==> config.mk <==
export PLATFORM = sky130hd
export DESIGN_NAME = pre_post_trigger_event_capture_flat
export DESIGN_NICKNAME = d
export VERILOG_FILES = /design/src/design/pptec_pkg.sv /design/src/design/pptec_if.sv /design/src/design/pptec_ring_mem.sv /design/src/design/pre_post_trigger_event_capture.sv /design/src/flat_wrapper.sv
export SDC_FILE = /design/constraint.sdc
export NUM_CORES = 2
export LEC_CHECK = 0
export BUFFER_PORTS_ARGS = -buffer_cell sky130_fd_sc_hd__buf_2
export CORE_UTILIZATION = 60
export CTS_BUF_LIST = sky130_fd_sc_hd__clkbuf_4
export DETAILED_ROUTE_END_ITERATION = 16
export GPL_TIMING_DRIVEN = 0
export PLACE_DENSITY = 0.76
export SLEW_MARGIN = 10
export SYNTH_ARGS = -nofsm -noshare
export SYNTH_HDL_FRONTEND = slang
export SYNTH_SLANG_ARGS = --single-unit
==> constraint.sdc <==
create_clock -name clk -period 15.2 [get_ports clk]
set_input_delay 2.28 -clock clk [delete_from_list [all_inputs] [get_ports clk]]
set_output_delay 2.28 -clock clk [all_outputs]
set_load 0.02 [all_outputs]
==> src/design/pptec_pkg.sv <==
// Package for the pre/post trigger event capture block.
// Holds field widths, command/kind/register codes, state encoding and shared structs.
// No dependencies.
`timescale 1ns / 1ps
`default_nettype none

package pptec_pkg;

  localparam int TAG_W   = 32;
  localparam int TIME_W  = 40;
  localparam int ROLL_W  = 20;
  localparam int CMD_W   = 2;
  localparam int LEVEL_W = 2;
  localparam int KIND_W  = 2;
  localparam int CFG_IDX_W  = 2;
  localparam int CFG_DATA_W = ROLL_W;

  // Extra slack added to the pre-roll when trimming the ring by age.
  localparam logic [TIME_W-1:0] SPAN_SLACK_MS = TIME_W'(2000);
  localparam logic [TIME_W-1:0] TIME_MAX      = '1;

  localparam logic [CMD_W-1:0] CMD_PACKET = 2'd0;
  localparam logic [CMD_W-1:0] CMD_ALARM  = 2'd1;
  localparam logic [CMD_W-1:0] CMD_FLUSH  = 2'd2;

  localparam logic [KIND_W-1:0] KIND_WRITE = 2'd0;
  localparam logic [KIND_W-1:0] KIND_OPEN  = 2'd1;
  localparam logic [KIND_W-1:0] KIND_CLOSE = 2'd2;

  localparam logic [CFG_IDX_W-1:0] CFG_ENABLED   = 2'd0;
  localparam logic [CFG_IDX_W-1:0] CFG_TRIG_LVL  = 2'd1;
  localparam logic [CFG_IDX_W-1:0] CFG_PRE_ROLL  = 2'd2;
  localparam logic [CFG_IDX_W-1:0] CFG_POST_ROLL = 2'd3;

  typedef enum logic [2:0] {
    ST_IDLE,
    ST_FULL_LD,
    ST_SPAN,
    ST_DROP_LD,
    ST_WALK_RD,
    ST_WALK_CHK
  } state_t;

  typedef struct packed {
    logic [TAG_W-1:0]  tag;
    logic [TIME_W-1:0] time_ms;
  } entry_t;

  typedef struct packed {
    logic [KIND_W-1:0] kind;
    logic [TAG_W-1:0]  out_tag;
    logic [TIME_W-1:0] out_time_ms;
    logic              closes_session;
    logic              last;
  } result_t;

endpackage

`default_nettype wire

==> src/design/pptec_if.sv <==
// Channel interfaces for the capture block: input command words and result words.
// Depends on pptec_pkg for field widths.
`timescale 1ns / 1ps
`default_nettype none

interface pptec_in_if;
  logic                          valid;
  logic                          ready;
  logic [pptec_pkg::CMD_W-1:0]   cmd;
  logic [pptec_pkg::TAG_W-1:0]   packet_tag;
  logic [pptec_pkg::TIME_W-1:0]  time_ms;
  logic [pptec_pkg::LEVEL_W-1:0] alarm_level;

  modport source (output valid, output cmd, output packet_tag, output time_ms,
                  output alarm_level, input ready);
  modport sink   (input valid, input cmd, input packet_tag, input time_ms,
                  input alarm_level, output ready);
endinterface

interface pptec_out_if;
  logic                         valid;
  logic                         ready;
  logic [pptec_pkg::KIND_W-1:0] kind;
  logic [pptec_pkg::TAG_W-1:0]  out_tag;
  logic [pptec_pkg::TIME_W-1:0] out_time_ms;
  logic                         closes_session;
  logic                         last;

  modport source (output valid, output kind, output out_tag, output out_time_ms,
                  output closes_session, output last, input ready);
  modport sink   (input valid, input kind, input out_tag, input out_time_ms,
                  input closes_session, input last, output ready);
endinterface

`default_nettype wire

==> src/design/pptec_ring_mem.sv <==
// Ring storage for packet tags and timestamps: one write port, one read port,
// read data registered on the read enable and valid in the cycle after it. Depends on pptec_pkg.
`timescale 1ns / 1ps
`default_nettype none

module pptec_ring_mem #(
  parameter int DEPTH = 32,
  parameter int ADDR_W = 5
) (
  input  wire logic              clk,
  input  wire logic              we,
  input  wire logic [ADDR_W-1:0] waddr,
  input  wire pptec_pkg::entry_t wdata,
  input  wire logic              re,
  input  wire logic [ADDR_W-1:0] raddr,
  output pptec_pkg::entry_t      rdata
);

  pptec_pkg::entry_t mem [DEPTH];

  always_ff @(posedge clk) begin
    if (we) begin
      mem[waddr] <= wdata;
    end
  end

  always_ff @(posedge clk) begin
    if (re) begin
      rdata <= mem[raddr];
    end
  end

endmodule

`default_nettype wire

==> src/design/pre_post_trigger_event_capture.sv <==
// Pre/post trigger event capture. Packets are kept in a ring memory of RING_DEPTH
// entries and trimmed by count and by age. When the ring is full, a packet first
// drops the oldest entry; each trim needs a read of the new oldest entry from the
// single read port. An alarm that opens a session replays the buffered entries,
// walking the ring one read at a time, and the final result then leaves through
// the hold stage. A stalled result channel holds off new words, as a new word is
// taken only once the pending result has left the hold stage.
// Depends on pptec_pkg, pptec_if and pptec_ring_mem.
`timescale 1ns / 1ps
`default_nettype none

module pre_post_trigger_event_capture #(
  parameter int RING_DEPTH = 32
) (
  input  wire logic                              clk,
  input  wire logic                              rst_n,
  pptec_in_if.sink                               in_ch,
  pptec_out_if.source                            out_ch,
  input  wire logic                              cfg_we,
  input  wire logic [pptec_pkg::CFG_IDX_W-1:0]   cfg_idx,
  input  wire logic [pptec_pkg::CFG_DATA_W-1:0]  cfg_wdata
);

  localparam int IDX_W = (RING_DEPTH > 1) ? $clog2(RING_DEPTH) : 1;
  localparam int CNT_W = $clog2(RING_DEPTH + 1);
  localparam logic [IDX_W:0]   DEPTH_I = (IDX_W + 1)'(RING_DEPTH);
  localparam logic [CNT_W-1:0] DEPTH_C = CNT_W'(RING_DEPTH);
  localparam int TW = pptec_pkg::TIME_W;

  function automatic logic [IDX_W-1:0] wrap_add(input logic [IDX_W-1:0] a,
                                                input logic [IDX_W-1:0] b);
    logic [IDX_W:0] s;
    s = {1'b0, a} + {1'b0, b};
    if (s >= DEPTH_I) begin
      s = s - DEPTH_I;
    end
    return s[IDX_W-1:0];
  endfunction

  // Configuration registers.
  logic                              enabled_r;
  logic [pptec_pkg::LEVEL_W-1:0]     trig_level_r;
  logic [pptec_pkg::ROLL_W-1:0]      pre_roll_r;
  logic [pptec_pkg::ROLL_W-1:0]      post_roll_r;

  // Control state.
  pptec_pkg::state_t state_r, state_nxt;
  logic [IDX_W-1:0] head_r, head_nxt;
  logic [CNT_W-1:0] count_r, count_nxt;
  logic [TW-1:0]    first_time_r, first_time_nxt;
  logic [TW-1:0]    newest_time_r, newest_time_nxt;
  logic             session_open_r, session_open_nxt;
  logic [TW-1:0]    stop_time_r, stop_time_nxt;
  logic [IDX_W-1:0] walk_k_r, walk_k_nxt;
  logic [TW-1:0]    win_lo_r, win_lo_nxt;
  logic [TW-1:0]    win_hi_r, win_hi_nxt;

  // Hold stage: the newest result, whose last flag is settled once hold_final_r is set.
  pptec_pkg::result_t hold_r, hold_nxt;
  logic               hold_valid_r, hold_valid_nxt;
  logic               hold_final_r, hold_final_nxt;

  pptec_pkg::result_t out_r, out_nxt;
  logic               out_valid_r, out_valid_nxt;

  // Memory port.
  logic               mem_we;
  logic [IDX_W-1:0]   mem_waddr;
  pptec_pkg::entry_t  mem_wdata;
  logic               mem_re;
  logic [IDX_W-1:0]   mem_raddr;
  pptec_pkg::entry_t  mem_rdata;

  logic               in_ready;
  logic               in_fire;
  logic               out_free;
  logic [TW:0]        stop_sum;
  logic [TW-1:0]      alarm_stop;
  logic [TW-1:0]      pre_ext;
  logic [TW-1:0]      alarm_lo;
  logic [TW-1:0]      span_lim;
  logic               span_over;
  logic               ring_full;
  logic [IDX_W-1:0]   head_inc;
  logic [IDX_W-1:0]   tail_slot;
  logic [IDX_W-1:0]   walk_addr;
  logic               rd_in_win;
  logic               walk_last;

  pptec_ring_mem #(
    .DEPTH  (RING_DEPTH),
    .ADDR_W (IDX_W)
  ) u_ring (
    .clk   (clk),
    .we    (mem_we),
    .waddr (mem_waddr),
    .wdata (mem_wdata),
    .re    (mem_re),
    .raddr (mem_raddr),
    .rdata (mem_rdata)
  );

  assign in_ready     = (state_r == pptec_pkg::ST_IDLE) && !hold_valid_r;
  assign in_ch.ready  = in_ready;
  assign in_fire      = in_ch.valid && in_ready;
  assign out_free     = !out_valid_r || out_ch.ready;

  assign out_ch.valid          = out_valid_r;
  assign out_ch.kind           = out_r.kind;
  assign out_ch.out_tag        = out_r.out_tag;
  assign out_ch.out_time_ms    = out_r.out_time_ms;
  assign out_ch.closes_session = out_r.closes_session;
  assign out_ch.last           = out_r.last;

  assign stop_sum   = {1'b0, in_ch.time_ms} + (TW + 1)'(post_roll_r);
  assign alarm_stop = stop_sum[TW] ? pptec_pkg::TIME_MAX : stop_sum[TW-1:0];
  assign pre_ext    = TW'(pre_roll_r);
  assign alarm_lo   = (in_ch.time_ms > pre_ext) ? (in_ch.time_ms - pre_ext) : '0;
  assign span_lim   = pre_ext + pptec_pkg::SPAN_SLACK_MS;
  assign span_over  = (count_r > CNT_W'(1)) && (newest_time_r > first_time_r) &&
                      ((newest_time_r - first_time_r) > span_lim);

  assign ring_full  = (count_r == DEPTH_C);
  assign head_inc   = wrap_add(head_r, IDX_W'(1));
  assign tail_slot  = wrap_add(head_r, count_r[IDX_W-1:0]);
  assign walk_addr  = wrap_add(head_r, walk_k_r);
  assign rd_in_win  = (mem_rdata.time_ms >= win_lo_r) && (mem_rdata.time_ms <= win_hi_r);
  assign walk_last  = ((CNT_W'(walk_k_r) + CNT_W'(1)) == count_r);

  always_ff @(posedge clk) begin
    if (!rst_n) begin
      enabled_r    <= 1'b0;
      trig_level_r <= pptec_pkg::LEVEL_W'(1);
      pre_roll_r   <= pptec_pkg::ROLL_W'(5000);
      post_roll_r  <= pptec_pkg::ROLL_W'(5000);
    end else if (cfg_we) begin
      unique case (cfg_idx)
        pptec_pkg::CFG_ENABLED:   enabled_r    <= cfg_wdata[0];
        pptec_pkg::CFG_TRIG_LVL:  trig_level_r <= cfg_wdata[pptec_pkg::LEVEL_W-1:0];
        pptec_pkg::CFG_PRE_ROLL:  pre_roll_r   <= cfg_wdata;
        pptec_pkg::CFG_POST_ROLL: post_roll_r  <= cfg_wdata;
        default: ;
      endcase
    end
  end

  always_ff @(posedge clk) begin
    if (!rst_n) begin
      state_r        <= pptec_pkg::ST_IDLE;
      head_r         <= '0;
      count_r        <= '0;
      first_time_r   <= '0;
      newest_time_r  <= '0;
      session_open_r <= 1'b0;
      stop_time_r    <= '0;
      walk_k_r       <= '0;
      hold_valid_r   <= 1'b0;
      hold_final_r   <= 1'b0;
      out_valid_r    <= 1'b0;
    end else begin
      state_r        <= state_nxt;
      head_r         <= head_nxt;
      count_r        <= count_nxt;
      first_time_r   <= first_time_nxt;
      newest_time_r  <= newest_time_nxt;
      session_open_r <= session_open_nxt;
      stop_time_r    <= stop_time_nxt;
      walk_k_r       <= walk_k_nxt;
      hold_valid_r   <= hold_valid_nxt;
      hold_final_r   <= hold_final_nxt;
      out_valid_r    <= out_valid_nxt;
    end
  end

  always_ff @(posedge clk) begin
    hold_r   <= hold_nxt;
    out_r    <= out_nxt;
    win_lo_r <= win_lo_nxt;
    win_hi_r <= win_hi_nxt;
  end

  always_comb begin
    state_nxt        = state_r;
    head_nxt         = head_r;
    count_nxt        = count_r;
    first_time_nxt   = first_time_r;
    newest_time_nxt  = newest_time_r;
    session_open_nxt = session_open_r;
    stop_time_nxt    = stop_time_r;
    walk_k_nxt       = walk_k_r;
    win_lo_nxt       = win_lo_r;
    win_hi_nxt       = win_hi_r;
    hold_nxt         = hold_r;
    hold_valid_nxt   = hold_valid_r;
    hold_final_nxt   = hold_final_r;
    out_nxt          = out_r;
    out_valid_nxt    = out_valid_r && !out_ch.ready;

    mem_we            = 1'b0;
    mem_waddr         = tail_slot;
    mem_wdata.tag     = in_ch.packet_tag;
    mem_wdata.time_ms = in_ch.time_ms;
    mem_re            = 1'b0;
    mem_raddr         = head_inc;

    // A settled result in the hold stage moves on as soon as the output is free.
    if (hold_valid_r && hold_final_r && out_free) begin
      out_nxt        = hold_r;
      out_nxt.last   = 1'b1;
      out_valid_nxt  = 1'b1;
      hold_valid_nxt = 1'b0;
      hold_final_nxt = 1'b0;
    end

    unique case (state_r)
      pptec_pkg::ST_IDLE: begin
        if (in_fire) begin
          priority if (in_ch.cmd == pptec_pkg::CMD_PACKET) begin
            if (enabled_r) begin
              mem_we          = 1'b1;
              newest_time_nxt = in_ch.time_ms;
              if (ring_full) begin
                // Drop the oldest first: the new word lands in its slot and the
                // following entry becomes the oldest.
                mem_waddr = head_r;
                mem_re    = 1'b1;
                mem_raddr = head_inc;
                head_nxt  = head_inc;
                state_nxt = pptec_pkg::ST_FULL_LD;
              end else begin
                count_nxt = count_r + CNT_W'(1);
                if (count_r == '0) begin
                  first_time_nxt = in_ch.time_ms;
                end
                state_nxt = pptec_pkg::ST_SPAN;
              end
              if (session_open_r) begin
                hold_nxt.kind           = pptec_pkg::KIND_WRITE;
                hold_nxt.out_tag        = in_ch.packet_tag;
                hold_nxt.out_time_ms    = in_ch.time_ms;
                hold_nxt.closes_session = (in_ch.time_ms >= stop_time_r);
                hold_nxt.last           = 1'b1;
                hold_valid_nxt          = 1'b1;
                hold_final_nxt          = 1'b1;
                session_open_nxt        = (in_ch.time_ms < stop_time_r);
              end
            end
          end else if (in_ch.cmd == pptec_pkg::CMD_ALARM) begin
            if (enabled_r && (in_ch.alarm_level >= trig_level_r)) begin
              if (session_open_r) begin
                if (alarm_stop > stop_time_r) begin
                  stop_time_nxt = alarm_stop;
                end
              end else begin
                session_open_nxt        = 1'b1;
                stop_time_nxt           = alarm_stop;
                hold_nxt.kind           = pptec_pkg::KIND_OPEN;
                hold_nxt.out_tag        = '0;
                hold_nxt.out_time_ms    = in_ch.time_ms;
                hold_nxt.closes_session = 1'b0;
                hold_nxt.last           = 1'b0;
                hold_valid_nxt          = 1'b1;
                hold_final_nxt          = (count_r == '0);
                win_lo_nxt              = alarm_lo;
                win_hi_nxt              = in_ch.time_ms;
                walk_k_nxt              = '0;
                if (count_r != '0) begin
                  state_nxt = pptec_pkg::ST_WALK_RD;
                end
              end
            end
          end else if (in_ch.cmd == pptec_pkg::CMD_FLUSH) begin
            if (session_open_r) begin
              session_open_nxt        = 1'b0;
              hold_nxt.kind           = pptec_pkg::KIND_CLOSE;
              hold_nxt.out_tag        = '0;
              hold_nxt.out_time_ms    = '0;
              hold_nxt.closes_session = 1'b0;
              hold_nxt.last           = 1'b1;
              hold_valid_nxt          = 1'b1;
              hold_final_nxt          = 1'b1;
            end
          end else begin
            // Reserved command code: the word is consumed without effect.
          end
        end
      end

      pptec_pkg::ST_FULL_LD: begin
        first_time_nxt = mem_rdata.time_ms;
        state_nxt      = pptec_pkg::ST_SPAN;
      end

      pptec_pkg::ST_SPAN: begin
        if (span_over) begin
          // Count stays above zero after the drop, so the new oldest is always read.
          head_nxt  = head_inc;
          count_nxt = count_r - CNT_W'(1);
          mem_re    = 1'b1;
          mem_raddr = head_inc;
          state_nxt = pptec_pkg::ST_DROP_LD;
        end else begin
          state_nxt = pptec_pkg::ST_IDLE;
        end
      end

      pptec_pkg::ST_DROP_LD: begin
        first_time_nxt = mem_rdata.time_ms;
        state_nxt      = pptec_pkg::ST_SPAN;
      end

      pptec_pkg::ST_WALK_RD: begin
        mem_re    = 1'b1;
        mem_raddr = walk_addr;
        state_nxt = pptec_pkg::ST_WALK_CHK;
      end

      pptec_pkg::ST_WALK_CHK: begin
        if (rd_in_win) begin
          // A new replayed word proves the held one is not the last.
          if (out_free) begin
            out_nxt                 = hold_r;
            out_nxt.last            = 1'b0;
            out_valid_nxt           = 1'b1;
            hold_nxt.kind           = pptec_pkg::KIND_WRITE;
            hold_nxt.out_tag        = mem_rdata.tag;
            hold_nxt.out_time_ms    = mem_rdata.time_ms;
            hold_nxt.closes_session = 1'b0;
            hold_nxt.last           = 1'b0;
            hold_final_nxt          = walk_last;
            walk_k_nxt              = walk_k_r + IDX_W'(1);
            state_nxt = walk_last ? pptec_pkg::ST_IDLE : pptec_pkg::ST_WALK_RD;
          end
        end else begin
          hold_final_nxt = walk_last;
          walk_k_nxt     = walk_k_r + IDX_W'(1);
          state_nxt      = walk_last ? pptec_pkg::ST_IDLE : pptec_pkg::ST_WALK_RD;
        end
      end

      default: begin
        state_nxt = pptec_pkg::ST_IDLE;
      end
    endcase
  end

  a_count_bound: assert property (@(posedge clk) disable iff (!rst_n)
    count_r <= DEPTH_C)
    else $error("ring count exceeds ring depth");

  a_head_bound: assert property (@(posedge clk) disable iff (!rst_n)
    {1'b0, head_r} < DEPTH_I)
    else $error("ring head out of range");

  a_walk_hold: assert property (@(posedge clk) disable iff (!rst_n)
    (state_r == pptec_pkg::ST_WALK_RD || state_r == pptec_pkg::ST_WALK_CHK)
      |-> (hold_valid_r && !hold_final_r))
    else $error("replay walk without an unsettled held result");

  a_drop_nonempty: assert property (@(posedge clk) disable iff (!rst_n)
    (state_r == pptec_pkg::ST_DROP_LD) |-> (count_r != '0))
    else $error("age trim left the ring empty");

  a_hold_drains: assert property (@(posedge clk) disable iff (!rst_n)
    (hold_valid_r && hold_final_r && !out_valid_r) |=> !hold_valid_r)
    else $error("settled result did not move to a free output");

endmodule

`default_nettype wire

==> src/flat_wrapper.sv <==
// flat-port wrapper written by rule: the top's interface ports become plain ports
module pre_post_trigger_event_capture_flat 
#(
  parameter int RING_DEPTH = 32
)
  (clk, rst_n, cfg_we, cfg_idx, cfg_wdata, in_ch_valid, in_ch_cmd, in_ch_packet_tag, in_ch_time_ms, in_ch_alarm_level, in_ch_ready, out_ch_valid, out_ch_kind, out_ch_out_tag, out_ch_out_time_ms, out_ch_closes_session, out_ch_last, out_ch_ready);
  pptec_in_if in_ch_i ();
  pptec_out_if out_ch_i ();
  input  wire logic clk;
  input  wire logic rst_n;
  input  wire logic cfg_we;
  input  wire logic [pptec_pkg::CFG_IDX_W-1:0] cfg_idx;
  input  wire logic [pptec_pkg::CFG_DATA_W-1:0] cfg_wdata;
  input wire logic [$bits(in_ch_i.valid)-1:0] in_ch_valid;
  input wire logic [$bits(in_ch_i.cmd)-1:0] in_ch_cmd;
  input wire logic [$bits(in_ch_i.packet_tag)-1:0] in_ch_packet_tag;
  input wire logic [$bits(in_ch_i.time_ms)-1:0] in_ch_time_ms;
  input wire logic [$bits(in_ch_i.alarm_level)-1:0] in_ch_alarm_level;
  output wire logic [$bits(in_ch_i.ready)-1:0] in_ch_ready;
  output wire logic [$bits(out_ch_i.valid)-1:0] out_ch_valid;
  output wire logic [$bits(out_ch_i.kind)-1:0] out_ch_kind;
  output wire logic [$bits(out_ch_i.out_tag)-1:0] out_ch_out_tag;
  output wire logic [$bits(out_ch_i.out_time_ms)-1:0] out_ch_out_time_ms;
  output wire logic [$bits(out_ch_i.closes_session)-1:0] out_ch_closes_session;
  output wire logic [$bits(out_ch_i.last)-1:0] out_ch_last;
  input wire logic [$bits(out_ch_i.ready)-1:0] out_ch_ready;
  assign in_ch_i.valid = in_ch_valid;
  assign in_ch_i.cmd = in_ch_cmd;
  assign in_ch_i.packet_tag = in_ch_packet_tag;
  assign in_ch_i.time_ms = in_ch_time_ms;
  assign in_ch_i.alarm_level = in_ch_alarm_level;
  assign in_ch_ready = in_ch_i.ready;
  assign out_ch_valid = out_ch_i.valid;
  assign out_ch_kind = out_ch_i.kind;
  assign out_ch_out_tag = out_ch_i.out_tag;
  assign out_ch_out_time_ms = out_ch_i.out_time_ms;
  assign out_ch_closes_session = out_ch_i.closes_session;
  assign out_ch_last = out_ch_i.last;
  assign out_ch_i.ready = out_ch_ready;
  pre_post_trigger_event_capture #(.RING_DEPTH(RING_DEPTH)) u_core (.clk(clk), .rst_n(rst_n), .in_ch(in_ch_i), .out_ch(out_ch_i), .cfg_we(cfg_we), .cfg_idx(cfg_idx), .cfg_wdata(cfg_wdata));
endmodule
==> summary.txt <==
Logic synthesis
  • Synth cell types: 85
  • Asr flop ratio synth: 0%
  • Mapped cell area: about 120000 sq um
  • Seq/Total Area, Yosys: 67.9%
  • Synthesized instance count: roughly 10000
  • Post-synthesis register bit count: roughly 2800
  • Yosys warns: 0
  • Synthesized net count: ~10000
  • Post-synth EDFFs: between 2000 and 3000
  • Ys flop type: edfxtp_1
  • Area leader, netlist: edfxtp_1
  • Synth area leaders: edfxtp_1 64%, nand2_1 8.6%, dfxtp_1 4.4%, a311oi_1 3.2%, nand3_1 3.0%
  • Synth Area per Inst: 12.0 sq um
  • Top-area cell type share of the netlist area: around 64%

Clock network
  • Sink Count: around 2800
  • CTS H-tree lvls: 6
  • CTS clock-pin slew for the worst setup and hold paths: about 70 ps
  • Setup Fix Bufs, Post-CTS: 0
  • Clock Path Buffers: 4
  • CTS tree: built
  • TritonCTS buffer count: just over 700
  • Root buf cell: clkbuf_4
  • Clk Latency, worst-skew pair: roughly 1500 ps
  • Gates resized, CTS repair: 0
  • Post-CTS Hold Fix Bufs: 0

Layout
  • Layout cell share with drive strength beyond 1: roughly 14%
  • Commonest cells after routing, fill and taps aside: 2748 x nand2_1, 2531 x edfxtp_1, 1069 x clkbuf_4
  • Layout area overhead: 13.9%
  • Filler cells: between 10000 and 15000
  • Nets: between 10000 and 15000
  • Commonest non-fill, non-tap cell in the layout: nand2_1
  • Area of the multi-input gates: about 35000 sq um
  • Post-Layout Cell Count: roughly 14000
  • FF+latch area: between 80000 and 90000 sq um

Detailed routing
  • ANT nets after route: 0
  • # DRC: 0
  • Total number of vias: roughly 90000
  • Routed WL per cell: 29.7 microns
  • DR pass1 iterations: 9
  • Detailed router's first-iteration violation count: around 16000
  • Via density: 6.55
  • Final wirelength: roughly 420000 microns

GRT
  • Gr ovfl total: 0
  • Global-route wire length before repair: 593000 microns
  • Largest net degree at the start of global routing: just over 40
  • Initial antenna violation count: between 40 and 50
  • Vias in the first global route: a little under 90000
  • Total track usage: ~41%

Place
  • Detailed Place HPWL: just under 300000 microns
  • Place WS: 4040 ps
  • RD Place Congestion: 1.00
  • Placed Cells: roughly 13000
  • Port bufs: 179

Critical path
  • Slowest Stage Delay on Critical Path: 860 ps
  • CP Launch Type: input port
  • Capturing element type of the critical path: flop
  • Critical Path RT: between 15000 and 20000 ps
  • Arr. time, crit path: around 11000 ps
  • Setup CP Type: input port to flop
  • Critical-path top delay cell: a311oi_1
  • Max FO, Critical Path: 39

Timing
  • Fin crit period: slightly above 10000 ps
  • Final Cycle Share: 66.2%
  • RSZ-0062 raised after global routing: no
  • Final worst setup slack: approximately 5000 ps
  • Max-slew violation count: 33
  • Highest Clock Rate: a little under 100 MHz
  • Worst Max-Slew Pin Slew: roughly 1700 ps
  • Setup violators final: 0
  • Slew HR: -10.2%
  • Clock skew: about 110 ps
  • Hold Vio Cnt, Final: 0

Die
  • Core Area: 198000 sq um
  • Full die area: 201000 sq um
  • Die Y: around 450 microns
  • Die X-Extent: about 450 microns
  • Io pins: between 150 and 200
  • Site row count: about 160
  • Initial Util: between 60% and 70%

Worst hold path
  • Worst Hold Class: flop to flop

Outcome
  • Outcome: complete, but fails checks
  • Failing checks: max-capacitance violations, max-slew violations

Power
  • Pwr per Cell Area: about 140 nW/um^2
  • VDD IR max: a little over 0.0001 V
  • Leakage: a little under 50 nW

Job
  • Max-Cap Viols: 3
[routing by layer]
metal  GRT usage, %  up-vias  share of wire (%)
met3           12.6     1655                 15
met5              0        -              0.031
met1           52.0    44100                 34
met2           61.4     7866                 43
li1               -    39100                  -
met4           30.0       20                8.1
[synthesized netlist by cell type, types with 45 or more instances]
master / n
nor3_1: 53
nand2_1: 2748
dfxtp_1: 262
and3_1: 312
a211oi_1: 126
nor2_1: 238
xnor2_1: 75
a21o_1: 147
inv_1: 218
ha_1: 282
a21oi_1: 301
o21ai_0: 91
buf_1: 53
mux2i_1: 67
xor2_1: 45
nand4_1: 64
a31oi_1: 173
clkbuf_1: 565
a311oi_1: 434
nand3_1: 711
edfxtp_1: 2531
mux2_1: 50
[layout make-up]
class	instances	area share, %
repair buffers	325	2.91
inverters	221	0.609
well taps	2640	2.43
clock inverters	132	0.626
flip-flops and latches	2793	59.7
plain buffers	655	1.89
diodes	38	0.0698
clock buffers	1069	5.89
multi-input cells	6284	25.9
[sequential cells by signal, indices dropped and copies added, names as in the netlist, 20 cells and up]
signal                     count
u_core.first_time_r           40
u_core.hold_r                 75
u_core.newest_time_r          40
u_core.out_ch.out_tag         32
u_core.out_ch.out_time_ms     40
u_core.post_roll_r            20
u_core.pre_roll_r             20
u_core.stop_time_r            40
u_core.u_ring.mem           2304
u_core.u_ring.rdata           72
u_core.win_hi_r               40
u_core.win_lo_r               40
[power by group]
group          total, mW  internal, mW  switching [mW]
clock               6.47          3.37            3.09
combinational       4.19          1.22            2.97
sequential          8.69          8.54           0.145
[worst paths after layout]
| check | from | slack, ps | depth (start not counted) | endpoint |
|---|---|---|---|---|
| hold reg to reg | u_core.hold_r[34] | 410 | 1 | u_core.out_ch.out_time_ms[32] |
| hold / removal | u_core.hold_r[34] | 410 | 1 | u_core.out_ch.out_time_ms[32] |
| setup / recovery | in_ch_time_ms[8] | 5140 | 28 | u_core.stop_time_r[1] |
| setup reg to reg | u_core.post_roll_r[8] | 6560 | 27 | u_core.stop_time_r[1] |
[logic make-up after synthesis]
group / Yosys count / share of synthesized area [%]
compound gates: 1442 / 8.57
mux: 147 / 1.31
buf+inv: 876 / 2.79
fa+ha+maj: 287 / 3.03
xor+xnor: 120 / 0.879
flops: 2793 / 67.9
simple gates: 4288 / 15.5
[critical path, delay by kind of cell]
| family | cells | cell delay [ps] |
|---|---|---|
| AND/OR/NAND/NOR | 10 | 1900 |
| buffers and inverters | 6 | 2910 |
| multiplexers | 1 | 270 |
| adder cells (fa/ha/maj) | 2 | 760 |
| AO/OA/AOI/OAI | 9 | 3130 |
[stage by stage]
step / total power [mW] / cell area, sq um / TNS [ps] / utilization (%) / hold slack [ps]
after floorplan: 11.1 / 120000 / 0 / - / 432
after global placement: 12.7 / 124000 / -120990 / 62.6 / 434
after detailed placement: 12.8 / 127000 / 0 / 64.4 / 440
after CTS: 19.1 / 136000 / 0 / 68.9 / 401
after global routing: 19.9 / 136000 / 0 / 68.9 / 385
final: 19.3 / 136000 / 0 / 68.9 / 409
(Power assumes the default switching activity.)
